$ cat src/rtl/spjs_pkg.sv
`default_nettype none
// ----------------------------------------------------------------------------
// spjs_pkg
// Shared types, constants and helpers of the step pulse job sequencer.
// ----------------------------------------------------------------------------
package spjs_pkg;

	typedef enum logic [2:0] {
		CMD_RUN_STEPS = 3'd0,
		CMD_RUN_MM    = 3'd1,
		CMD_PAUSE     = 3'd2,
		CMD_RESUME    = 3'd3,
		CMD_ABORT     = 3'd4,
		CMD_SLOT      = 3'd5
	} cmd_t;

	// Register indexes of the configuration port (byte address is 4 * index).
	localparam logic [2:0] REG_RAMP_ENABLE    = 3'd0;
	localparam logic [2:0] REG_RAMP_LENGTH    = 3'd1;
	localparam logic [2:0] REG_CRUISE_DIVIDER = 3'd2;
	localparam logic [2:0] REG_SLOW_DIVIDER   = 3'd3;
	localparam logic [2:0] REG_DIVIDER_STEP   = 3'd4;

	localparam logic        RST_RAMP_ENABLE    = 1'b1;
	localparam logic [15:0] RST_RAMP_LENGTH    = 16'd100;
	localparam logic [15:0] RST_CRUISE_DIVIDER = 16'd10;
	localparam logic [15:0] RST_SLOW_DIVIDER   = 16'd100;
	localparam logic [15:0] RST_DIVIDER_STEP   = 16'd1;

	localparam int STEPS_PER_BYTE = 5;
	localparam int PREFILL_BYTES  = 5;
	localparam int MAX_RESULTS    = 5;

	localparam logic [7:0]  FULL_BYTE    = 8'h55;
	localparam logic [29:0] DIRECT_LIMIT = 30'd4;
	localparam logic [2:0]  BURST_BYTES  =
		3'(PREFILL_BYTES < MAX_RESULTS ? PREFILL_BYTES : MAX_RESULTS);
	localparam logic [2:0]  MAX_RESULT_CNT = 3'(MAX_RESULTS);

	// Reciprocal of five: (x * RECIP_5) >> 34 is x / 5 for every 32-bit x.
	localparam logic [31:0] RECIP_5 = 32'hCCCC_CCCD;

	typedef struct packed {
		logic        ramp_enable;
		logic [15:0] ramp_length;
		logic [15:0] cruise_divider;
		logic [15:0] slow_divider;
		logic [15:0] divider_step;
	} cfg_t;

	typedef struct packed {
		logic       capture;
		logic       mul;
		logic       div;
		logic       load;
		logic       ramp_up;
		logic       ramp_dn;
		logic       exec;
		logic       out_load;
		logic       out_last;
		logic [2:0] out_idx;
	} dp_cmd_t;

	typedef struct packed {
		logic       busy;
		logic       slot_ramp;
		logic [2:0] n_bytes;
	} dp_stat_t;

	function automatic logic [7:0] tail_byte(input logic [2:0] pulses);
		logic [7:0] b;
		case (pulses)
			3'd1: b = 8'h00;
			3'd2: b = 8'h01;
			3'd3: b = 8'h05;
			3'd4: b = 8'h15;
			default: b = 8'h00;
		endcase
		return b;
	endfunction

endpackage
`default_nettype wire

$ cat src/rtl/spjs_cfg.sv
`default_nettype none
// ----------------------------------------------------------------------------
// spjs_cfg
// Configuration registers behind a 32-bit APB-style port.
// ----------------------------------------------------------------------------
module spjs_cfg import spjs_pkg::*; (
	input  wire logic        clk,
	input  wire logic        arst_n,
	input  wire logic        psel,
	input  wire logic        penable,
	input  wire logic        pwrite,
	input  wire logic [4:0]  paddr,
	input  wire logic [31:0] pwdata,
	output logic [31:0]      prdata,
	output logic             pready,
	output cfg_t             cfg
);

	cfg_t       cfg_q;
	logic [2:0] reg_idx;
	logic       wr_en;

	assign reg_idx = paddr[4:2];
	assign pready  = 1'b1;
	assign wr_en   = psel & penable & pwrite & pready;
	assign cfg     = cfg_q;

	always_ff @(posedge clk or negedge arst_n) begin
		if (!arst_n) begin
			cfg_q.ramp_enable    <= RST_RAMP_ENABLE;
			cfg_q.ramp_length    <= RST_RAMP_LENGTH;
			cfg_q.cruise_divider <= RST_CRUISE_DIVIDER;
			cfg_q.slow_divider   <= RST_SLOW_DIVIDER;
			cfg_q.divider_step   <= RST_DIVIDER_STEP;
		end else if (wr_en) begin
			case (reg_idx)
				REG_RAMP_ENABLE:    cfg_q.ramp_enable    <= pwdata[0];
				REG_RAMP_LENGTH:    cfg_q.ramp_length    <= pwdata[15:0];
				REG_CRUISE_DIVIDER: cfg_q.cruise_divider <= pwdata[15:0];
				REG_SLOW_DIVIDER:   cfg_q.slow_divider   <= pwdata[15:0];
				REG_DIVIDER_STEP:   cfg_q.divider_step   <= pwdata[15:0];
				default: ;
			endcase
		end
	end

	always_comb begin
		case (reg_idx)
			REG_RAMP_ENABLE:    prdata = {31'd0, cfg_q.ramp_enable};
			REG_RAMP_LENGTH:    prdata = {16'd0, cfg_q.ramp_length};
			REG_CRUISE_DIVIDER: prdata = {16'd0, cfg_q.cruise_divider};
			REG_SLOW_DIVIDER:   prdata = {16'd0, cfg_q.slow_divider};
			REG_DIVIDER_STEP:   prdata = {16'd0, cfg_q.divider_step};
			default:            prdata = 32'd0;
		endcase
	end

endmodule
`default_nettype wire

$ cat src/rtl/spjs_dp.sv
`default_nettype none
// ----------------------------------------------------------------------------
// spjs_dp
// Datapath: job state, step count split, divider ramp and result register.
// ----------------------------------------------------------------------------
module spjs_dp import spjs_pkg::*; (
	input  wire logic        clk,
	input  wire logic        arst_n,
	input  wire cfg_t        cfg,
	input  wire dp_cmd_t     cmd,
	output dp_stat_t         stat,
	input  wire logic [2:0]  command,
	input  wire logic [31:0] step_count,
	input  wire logic [15:0] job_length,
	input  wire logic [15:0] steps_per_mm,
	input  wire logic        direction_in,
	output logic [7:0]       pulse_byte,
	output logic             byte_valid,
	output logic [15:0]      clock_divider,
	output logic             divider_changed,
	output logic             direction_out,
	output logic             running,
	output logic             slots_enabled,
	output logic             last
);

	// Captured item.
	logic [2:0]  cmd_q;
	logic [31:0] steps_q;
	logic [15:0] len_q;
	logic [15:0] spm_q;
	logic        dir_in_q;
	logic [63:0] prod_q;

	// Job state.
	logic [29:0] bytes_left_q;
	logic [2:0]  tail_q;
	logic [29:0] job_bytes_q;
	logic [15:0] div_now_q;
	logic [15:0] div_applied_q;
	logic        busy_q;
	logic        pp_q;
	logic        se_q;
	logic        dir_q;
	logic        changed_q;

	// Emission plan of the current item.
	logic [2:0]  full_cnt_q;
	logic        tflag_q;
	logic [7:0]  tval_q;

	// Result register.
	logic [7:0]  pulse_byte_q;
	logic        byte_valid_q;
	logic [15:0] clock_divider_q;
	logic        divider_changed_q;
	logic        direction_out_q;
	logic        running_q;
	logic        slots_enabled_q;
	logic        last_q;

	logic [29:0] quot;
	logic [2:0]  q5_lo;
	logic [2:0]  rem;

	logic [29:0] bl_n;
	logic [2:0]  tp_n;
	logic        busy_n;
	logic        pp_n;
	logic        se_n;
	logic [2:0]  full_n;
	logic        tflag_n;
	logic        do_burst;
	logic        tail_ok;

	logic        up_hit;
	logic [15:0] d_up;
	logic [16:0] d_sum;
	logic [15:0] d_dn;
	logic [2:0]  n_bytes;

	assign quot  = prod_q[63:34];
	assign q5_lo = quot[2:0] + {quot[0], 2'b00};
	assign rem   = steps_q[2:0] - q5_lo;

	assign tail_ok = (tail_q >= 3'd1) && (tail_q <= 3'd4);
	assign n_bytes = full_cnt_q + {2'b00, tflag_q};

	assign stat.busy      = busy_q;
	assign stat.slot_ramp = se_q & cfg.ramp_enable;
	assign stat.n_bytes   = n_bytes;

	// Next job state of the executed command.
	always_comb begin
		bl_n     = bytes_left_q;
		tp_n     = tail_q;
		busy_n   = busy_q;
		pp_n     = pp_q;
		se_n     = se_q;
		full_n   = 3'd0;
		tflag_n  = 1'b0;
		do_burst = 1'b0;
		case (cmd_q)
			CMD_RUN_STEPS, CMD_RUN_MM: begin
				do_burst = !busy_q;
			end
			CMD_PAUSE: begin
				if (busy_q) pp_n = 1'b1;
			end
			CMD_RESUME: begin
				if (busy_q) begin
					pp_n     = 1'b0;
					do_burst = !se_q;
				end
			end
			CMD_ABORT: begin
				bl_n   = '0;
				tp_n   = '0;
				busy_n = 1'b0;
				pp_n   = 1'b0;
				se_n   = 1'b0;
			end
			CMD_SLOT: begin
				if (se_q) begin
					if (pp_q) begin
						pp_n = 1'b0;
						se_n = 1'b0;
					end else if (bytes_left_q != '0) begin
						full_n = 3'd1;
						bl_n   = bytes_left_q - 30'd1;
					end else if (busy_q) begin
						tflag_n = tail_ok;
						tp_n    = '0;
						busy_n  = 1'b0;
					end else begin
						se_n = 1'b0;
					end
				end
			end
			default: ;
		endcase
		if (do_burst) begin
			se_n = 1'b1;
			if (bytes_left_q <= DIRECT_LIMIT) begin
				// Short remainder: everything goes out now and the job ends.
				full_n  = bytes_left_q[2:0];
				tflag_n = tail_ok;
				tp_n    = '0;
				bl_n    = '0;
				busy_n  = 1'b0;
			end else begin
				full_n = BURST_BYTES;
				bl_n   = bytes_left_q - 30'(BURST_BYTES);
				busy_n = 1'b1;
			end
		end
	end

	// Divider ramp, split into the fall toward cruise and then the rise, each in its own state.
	always_comb begin
		up_hit = (job_bytes_q >= {14'd0, cfg.ramp_length}) &&
			(bytes_left_q > (job_bytes_q - {14'd0, cfg.ramp_length}));
		d_up = div_now_q;
		if (up_hit) begin
			if (div_now_q > cfg.cruise_divider) begin
				d_up = (div_now_q >= cfg.divider_step) ? div_now_q - cfg.divider_step : 16'd0;
			end else begin
				d_up = cfg.cruise_divider;
			end
		end
		d_sum = {1'b0, div_now_q} + {1'b0, cfg.divider_step};
		d_dn  = div_now_q;
		if ((bytes_left_q <= {14'd0, cfg.ramp_length}) && (div_now_q < cfg.slow_divider)) begin
			d_dn = d_sum[16] ? 16'hFFFF : d_sum[15:0];
		end
	end

	always_ff @(posedge clk) begin
		if (cmd.capture) begin
			cmd_q    <= command;
			steps_q  <= step_count;
			len_q    <= job_length;
			spm_q    <= steps_per_mm;
			dir_in_q <= direction_in;
		end
		if (cmd.mul) steps_q <= 32'(len_q) * 32'(spm_q);
		if (cmd.div) prod_q <= {32'd0, steps_q} * {32'd0, RECIP_5};
		if (cmd.exec) begin
			tval_q <= tail_byte(tail_q);
		end
		if (cmd.out_load) begin
			if (n_bytes == 3'd0) begin
				pulse_byte_q <= 8'h00;
			end else if (cmd.out_idx < full_cnt_q) begin
				pulse_byte_q <= FULL_BYTE;
			end else begin
				pulse_byte_q <= tval_q;
			end
			byte_valid_q      <= (n_bytes != 3'd0);
			clock_divider_q   <= div_now_q;
			divider_changed_q <= changed_q;
			direction_out_q   <= dir_q;
			running_q         <= busy_q;
			slots_enabled_q   <= se_q;
			last_q            <= cmd.out_last;
		end
	end

	always_ff @(posedge clk or negedge arst_n) begin
		if (!arst_n) begin
			bytes_left_q  <= '0;
			tail_q        <= '0;
			job_bytes_q   <= '0;
			div_now_q     <= RST_RAMP_ENABLE ? RST_SLOW_DIVIDER : RST_CRUISE_DIVIDER;
			div_applied_q <= '0;
			busy_q        <= 1'b0;
			pp_q          <= 1'b0;
			se_q          <= 1'b0;
			dir_q         <= 1'b0;
			changed_q     <= 1'b0;
			full_cnt_q    <= '0;
			tflag_q       <= 1'b0;
		end else begin
			if (cmd.capture) changed_q <= 1'b0;
			if (cmd.load) begin
				bytes_left_q <= quot;
				tail_q       <= rem;
				job_bytes_q  <= quot;
				if (cmd_q == CMD_RUN_MM) begin
					dir_q     <= dir_in_q;
					div_now_q <= cfg.ramp_enable ? cfg.slow_divider : cfg.cruise_divider;
					changed_q <= 1'b1;
				end
			end
			if (cmd.ramp_up) div_now_q <= d_up;
			if (cmd.ramp_dn) begin
				div_now_q <= d_dn;
				if (d_dn != div_applied_q) begin
					div_applied_q <= d_dn;
					changed_q     <= 1'b1;
				end
			end
			if (cmd.exec) begin
				bytes_left_q <= bl_n;
				tail_q       <= tp_n;
				busy_q       <= busy_n;
				pp_q         <= pp_n;
				se_q         <= se_n;
				full_cnt_q   <= full_n;
				tflag_q      <= tflag_n;
			end
		end
	end

	assign pulse_byte      = pulse_byte_q;
	assign byte_valid      = byte_valid_q;
	assign clock_divider   = clock_divider_q;
	assign divider_changed = divider_changed_q;
	assign direction_out   = direction_out_q;
	assign running         = running_q;
	assign slots_enabled   = slots_enabled_q;
	assign last            = last_q;

	a_plan_fits: assert property (@(posedge clk) disable iff (!arst_n)
		n_bytes <= MAX_RESULT_CNT)
		else $error("emission plan exceeds the result limit");

endmodule
`default_nettype wire

$ cat src/rtl/spjs_ctrl.sv
`default_nettype none
// ----------------------------------------------------------------------------
// spjs_ctrl
// Controller: sequences one command through the datapath and its results out.
// ----------------------------------------------------------------------------
module spjs_ctrl import spjs_pkg::*; (
	input  wire logic       clk,
	input  wire logic       arst_n,
	input  wire logic       in_valid,
	output logic            in_ready,
	input  wire logic [2:0] command,
	output logic            out_valid,
	input  wire logic       out_ready,
	output dp_cmd_t         cmd,
	input  wire dp_stat_t   stat
);

	typedef enum logic [2:0] {
		S_IDLE,
		S_MUL,
		S_DIV,
		S_LOAD,
		S_RAMP_UP,
		S_RAMP_DN,
		S_EXEC,
		S_EMIT
	} state_t;

	state_t     state_q;
	logic [2:0] idx_q;
	logic       out_valid_q;
	logic       in_xfer;
	logic       is_start;
	logic       emit_go;
	logic [2:0] last_idx;
	logic       is_last;

	assign in_ready = (state_q == S_IDLE);
	assign in_xfer  = in_valid & in_ready;
	assign is_start = (command == CMD_RUN_STEPS) || (command == CMD_RUN_MM);
	assign emit_go  = (state_q == S_EMIT) && (!out_valid_q || out_ready);
	assign last_idx = (stat.n_bytes == 3'd0) ? 3'd0 : stat.n_bytes - 3'd1;
	assign is_last  = (idx_q == last_idx);

	always_comb begin
		cmd          = '0;
		cmd.capture  = in_xfer;
		cmd.mul      = (state_q == S_MUL);
		cmd.div      = (state_q == S_DIV);
		cmd.load     = (state_q == S_LOAD);
		cmd.ramp_up  = (state_q == S_RAMP_UP);
		cmd.ramp_dn  = (state_q == S_RAMP_DN);
		cmd.exec     = (state_q == S_EXEC);
		cmd.out_load = emit_go;
		cmd.out_last = is_last;
		cmd.out_idx  = idx_q;
	end

	assign out_valid = out_valid_q;

	always_ff @(posedge clk or negedge arst_n) begin
		if (!arst_n) begin
			state_q     <= S_IDLE;
			idx_q       <= '0;
			out_valid_q <= 1'b0;
		end else begin
			if (emit_go) out_valid_q <= 1'b1;
			else if (out_ready) out_valid_q <= 1'b0;
			case (state_q)
				S_IDLE: begin
					idx_q <= '0;
					if (in_xfer) begin
						if (is_start && !stat.busy) begin
							state_q <= (command == CMD_RUN_MM) ? S_MUL : S_DIV;
						end else if ((command == CMD_SLOT) && stat.slot_ramp) begin
							state_q <= S_RAMP_UP;
						end else begin
							state_q <= S_EXEC;
						end
					end
				end
				S_MUL:     state_q <= S_DIV;
				S_DIV:     state_q <= S_LOAD;
				S_LOAD:    state_q <= S_EXEC;
				S_RAMP_UP: state_q <= S_RAMP_DN;
				S_RAMP_DN: state_q <= S_EXEC;
				S_EXEC:    state_q <= S_EMIT;
				S_EMIT: begin
					if (emit_go) begin
						idx_q <= idx_q + 3'd1;
						if (is_last) state_q <= S_IDLE;
					end
				end
				default: state_q <= S_IDLE;
			endcase
		end
	end

	a_one_item: assert property (@(posedge clk) disable iff (!arst_n)
		in_xfer |=> !in_ready)
		else $error("second item accepted while one is in work");

	a_exec_emits: assert property (@(posedge clk) disable iff (!arst_n)
		(state_q == S_EXEC) |=> (state_q == S_EMIT) && !in_ready)
		else $error("executed command did not move to result output");

	a_last_done: assert property (@(posedge clk) disable iff (!arst_n)
		(emit_go && is_last) |=> out_valid_q && in_ready)
		else $error("final result not followed by a free input side");

	a_idx_bound: assert property (@(posedge clk) disable iff (!arst_n)
		(state_q == S_EMIT) |-> (idx_q <= last_idx))
		else $error("result index ran past the planned count");

endmodule
`default_nettype wire

$ cat src/rtl/step_pulse_job_sequencer_with_ramp_top.sv
`default_nettype none
// ----------------------------------------------------------------------------
// step_pulse_job_sequencer_with_ramp_top
// Stepper job sequencer that turns commands into pulse bytes with a ramped
// pulse clock divider.
// ----------------------------------------------------------------------------
// Usage: commands enter on the in_valid/in_ready channel, one per transfer.
// Each command yields one to five results on out_valid/out_ready: one per
// pulse byte emitted, or a single result with byte_valid low when no byte is
// sent; last marks the final result of a command. Status fields show the
// state after the command.
// A run_steps that starts a job passes the divide (32x32 reciprocal
// multiply), load and execute states; a run_mm that starts one first passes
// the multiply state (16x16); a slot event with slots enabled and ramping
// on passes the divider ramp fall and rise states before execute; all other
// commands go straight to execute. Results then leave one per cycle while
// the receiver accepts them; the next command is taken in the cycle after
// its predecessor's final result is registered. The result register holds
// its data while the receiver stalls and the block waits before loading
// the next result. Reset clears the job state, loads the register defaults
// and sets the divider to the slow value. Registers are to be written over
// the APB port only while the block is idle; the block does not enforce it.
// ----------------------------------------------------------------------------
module step_pulse_job_sequencer_with_ramp_top import spjs_pkg::*; (
	input  wire logic        clk,
	input  wire logic        arst_n,
	input  wire logic        psel,
	input  wire logic        penable,
	input  wire logic        pwrite,
	input  wire logic [4:0]  paddr,
	input  wire logic [31:0] pwdata,
	output logic [31:0]      prdata,
	output logic             pready,
	input  wire logic        in_valid,
	output logic             in_ready,
	input  wire logic [2:0]  command,
	input  wire logic [31:0] step_count,
	input  wire logic [15:0] job_length,
	input  wire logic [15:0] steps_per_mm,
	input  wire logic        direction_in,
	output logic             out_valid,
	input  wire logic        out_ready,
	output logic [7:0]       pulse_byte,
	output logic             byte_valid,
	output logic [15:0]      clock_divider,
	output logic             divider_changed,
	output logic             direction_out,
	output logic             running,
	output logic             slots_enabled,
	output logic             last
);

	cfg_t     cfg;
	dp_cmd_t  dp_cmd;
	dp_stat_t dp_stat;

	spjs_cfg u_cfg (
		.clk     (clk),
		.arst_n  (arst_n),
		.psel    (psel),
		.penable (penable),
		.pwrite  (pwrite),
		.paddr   (paddr),
		.pwdata  (pwdata),
		.prdata  (prdata),
		.pready  (pready),
		.cfg     (cfg)
	);

	spjs_ctrl u_ctrl (
		.clk       (clk),
		.arst_n    (arst_n),
		.in_valid  (in_valid),
		.in_ready  (in_ready),
		.command   (command),
		.out_valid (out_valid),
		.out_ready (out_ready),
		.cmd       (dp_cmd),
		.stat      (dp_stat)
	);

	spjs_dp u_dp (
		.clk             (clk),
		.arst_n          (arst_n),
		.cfg             (cfg),
		.cmd             (dp_cmd),
		.stat            (dp_stat),
		.command         (command),
		.step_count      (step_count),
		.job_length      (job_length),
		.steps_per_mm    (steps_per_mm),
		.direction_in    (direction_in),
		.pulse_byte      (pulse_byte),
		.byte_valid      (byte_valid),
		.clock_divider   (clock_divider),
		.divider_changed (divider_changed),
		.direction_out   (direction_out),
		.running         (running),
		.slots_enabled   (slots_enabled),
		.last            (last)
	);

endmodule
`default_nettype wire

$ cat config.mk
export PLATFORM = sky130hd
export DESIGN_NAME = step_pulse_job_sequencer_with_ramp_top
export DESIGN_NICKNAME = d
export VERILOG_FILES = /design/src/rtl/spjs_pkg.sv /design/src/rtl/spjs_cfg.sv /design/src/rtl/spjs_dp.sv /design/src/rtl/spjs_ctrl.sv /design/src/rtl/step_pulse_job_sequencer_with_ramp_top.sv
export SDC_FILE = /design/constraint.sdc
export NUM_CORES = 2
export LEC_CHECK = 0
export BUFFER_PORTS_ARGS = -buffer_cell sky130_fd_sc_hd__buf_2
export CORE_MARGIN = 1
export CORE_UTILIZATION = 40
export CTS_CLUSTER_SIZE = 14
export DETAILED_ROUTE_END_ITERATION = 8
export PLACE_DENSITY = 0.57
export SLEW_MARGIN = 15
export SYNTH_ARGS = -nofsm -noshare
export SYNTH_HDL_FRONTEND = slang
export SYNTH_HIERARCHICAL = 1
export SYNTH_SLANG_ARGS = --single-unit
$ cat constraint.sdc
create_clock -name clk -period 9.05 [get_ports clk]
set_clock_uncertainty 0.15 [all_clocks]
set_input_delay 0.4525 -clock clk [delete_from_list [all_inputs] [get_ports clk]]
set_output_delay 0.4525 -clock clk [all_outputs]
set_load 0.01 [all_outputs]
==> flow_summary.ini <==
[timing]
slew_violations = 0
slew_headroom_pct = 19.2
worst_pin_slew_ns = 1.21
period_needed_ns = 8.70
rsz0062_at_grt = false
setup_viol = 0
hold_ws_ns = 0.0318
fin_setup_tns_ns = 0
fin_crit_sh_pct = 96.2
hold_viol_final = 0
setup_slack_ns = 0.346
fmax_mhz = 115

[grt]
grt_max_degree = 71
grt_pass1_wl_um = 197000
grt_usage_pct = 23.0
grt_pass1_vias = 33500
antenna_found_initial = 2
overflow = 0

[critical_path]
cp_common_cell = fa_1
r2r_slack_ns = 0.35
cp_max_fo = 5
rr_endpoint = u_dp/prod_q[62]
crit_path_start = u_dp/steps_q[16]
cp.depth = 27
timing.critical_path.buf_inv = 8
critPathTopFamily = adder cells
crit_arrival_ns = 8.90
critPathCaptureType = flip-flop
worst-setup-path-type = reg2reg
start_kind = flip-flop
reg2reg_depth = 27
critPathCapture = u_dp/prod_q[62]
worst_path_max_delay_cell = edfxtp_1
rr_startpoint = u_dp/steps_q[16]
critical_path_required_ns = 9.25
critPathMaxStageDelay_ns = 0.56

[synthesis]
synth_area_sq_um = 43900
synth_ff_type = dfrtp_1
yosys.area.top_type = fa_1
seq_area_frac_synth_pct = 18.8
syn_inst = 4439
synth_seq_cells = 303
yosysMostFrequentCell = inv_1
async_reset_ff_share_pct = 58.1
synth_edf_count = 127
syn-mean-instance-area_sq_um = 9.89
ys_warn_count = 6
ys_top_cells_by_area = fa_1, ha_1, dfrtp_1, edfxtp_1, inv_1
synthTopCellsByCount = inv_1, ha_1, fa_1
synthDominantCellAreaShare_pct = 26.6
synth_cell_types = 109

[final_layout]
register_area_sq_um = 8230
finalInstanceArea_sq_um = 48300
nFillCells = 10500
nets = 5912
multi_input_area_sq_um = 31600
final_util_pct = 44.4
area_growth_pct = 10.0
drive_above_1_share_pct = 10.5

[clocking]
path_clk_slew_ns = 0.07
clk_latency_ns = 0.60
htree_levels = 2
cts_setup_buffers = 0
cts_tree = yes
numCtsBuffers = 39
cts_buffer_depth = 3
cts_root_buffer = clkbuf_16
clock-sinks = 303

[routing]
drt_wl_total_um = 125000
first_iter_violations = 2036
ant_nets = 0
routed_via_density = 5.25
drtPass1Iterations = 7
wl_per_cell_um = 20.6
vias = 31900
drc = 0

[die]
start_util_pct = 40.3
die-area_sq_um = 111000
fp.dieW_um = 333
io_pins = 177
fp.dieH_um = 333
design.core.area_sq_um = 109000
row_count = 121

[job]
max_cap_viol_count = 0

[placement]
post-place-ws_ns = 0.284
io_buffers = 137
dp_hpwl_um = 102000
placed_area_sq_um = 46400
globalplace.congestion = 0.926

[pwr]
ir_drop_uv = 561
power_leakage_nw = 23.6
power_density_nw_per_um2 = 390

[status]
run_status = completed

[worst_hold_path]
hold_path.class = in2reg
min_delay_path_depth = 2
==> registers in the layout (all words and copies together) (netlist names), 4 cells and up <==
register,count
u_cfg/cfg,65
u_dp/clock_divider,16
u_dp/div_applied_q,16
u_dp/job_bytes_q,30
u_dp/bytes_left_q,30
u_dp/div_now_q,16
u_dp/pulse_byte,4
u_dp/spm_q,16
u_dp/len_q,16
u_dp/prod_q,30
u_dp/steps_q,32
==> layout by cell type, fill, tap and decap left out, types with 20 or more instances in the layout <==
master / synthesis / routed
buf_2: 6 / 136
mux2i_1: 33 / 33
mux2_2: 93 / 93
o21ai_0: 136 / 133
nand2b_1: 27 / 27
nand4_1: 30 / 30
conb_1: 3 / 21
inv_1: 905 / 905
ha_1: 586 / 586
nand3_1: 35 / 35
o22ai_1: 21 / 21
clkbuf_16: 0 / 40
buf_4: 30 / 88
a21oi_1: 194 / 194
dlygate4sd3_1: 0 / 56
nor3_1: 51 / 51
edfxtp_1: 127 / 127
nand2_1: 305 / 305
nor2b_1: 28 / 28
dfrtp_1: 163 / 163
a21o_1: 85 / 85
fa_1: 584 / 584
and2_1: 111 / 110
nor2_1: 188 / 185
xnor2_1: 102 / 102
mux2_4: 34 / 34
o211ai_1: 23 / 23
a31oi_1: 21 / 20
xor2_1: 73 / 73
==> kinds of logic (layout without fill, tap and decap cells) <==
kind of cell	count (synthesis)	count (layout)	share of synthesized area (%)
AND/OR/NAND/NOR	874	874	9.87
buffers and inverters	1055	1258	9.44
AO/OA/AOI/OAI	696	696	10.6
other	3	22	0.0256
flip-flops	303	303	18.8
multiplexers	161	161	4.36
XOR/XNOR	177	177	3.59
adder cells (fa/ha/maj)	1170	1170	43.3
==> power breakdown <==
| part | total, mW | internal (mW) | switching, mW |
|---|---|---|---|
| clock | 1.67 | 0.973 | 0.693 |
| combinational | 14.3 | 6.14 | 8.18 |
| sequential | 2.87 | 2.26 | 0.603 |
==> stage by stage <==
stage               cells  total power [mW]
floorplan            4457              12.9
global placement     5947              17.0
detailed placement   5947              17.1
CTS                  6074              19.0
global route         6075              21.0
finish               6075              18.8
==> how the worst min path moves through the flow <==
stage / startpoint / endpoint / slack [ns]
global route: pwdata[3] / u_cfg/cfg[51] / 0.01
CTS: pwdata[3] / u_cfg/cfg[51] / 0.0002
global placement: u_dp/dir_q / u_dp/direction_out / 0.28
detailed placement: arst_n / u_dp/div_applied_q[2] / 0.29
finish: pwdata[1] / u_cfg/cfg[1] / 0.03
floorplan: arst_n / u_cfg/cfg[10] / 0.007
==> cell type report <==
cell class                 instances  share of cell area [%]
antenna                            1                 0.00518
tap                             1414                    3.66
inverter                         906                    7.04
sequential                       303                    17.0
clock inverter                    27                   0.686
multi-input combinational       3099                    65.5
timing repair buffer             281                    3.96
clock buffer                      44                    2.12
==> metal layers <==
layer	vias up	GRT usage [%]	routed length, um
met5	-	0	0
met3	189	2.71	6040
met2	855	39.0	60300
li1	15000	-	-
met4	0	7.06	3980
met1	15900	30.7	54800
==> what timing repair did <==
action	in CTS	in global routing
hold endpoints to repair	123	0
hold buffers	56	0
setup endpoints to repair	0	6
resized for setup	0	3
Power figures use the tool's default switching activity.
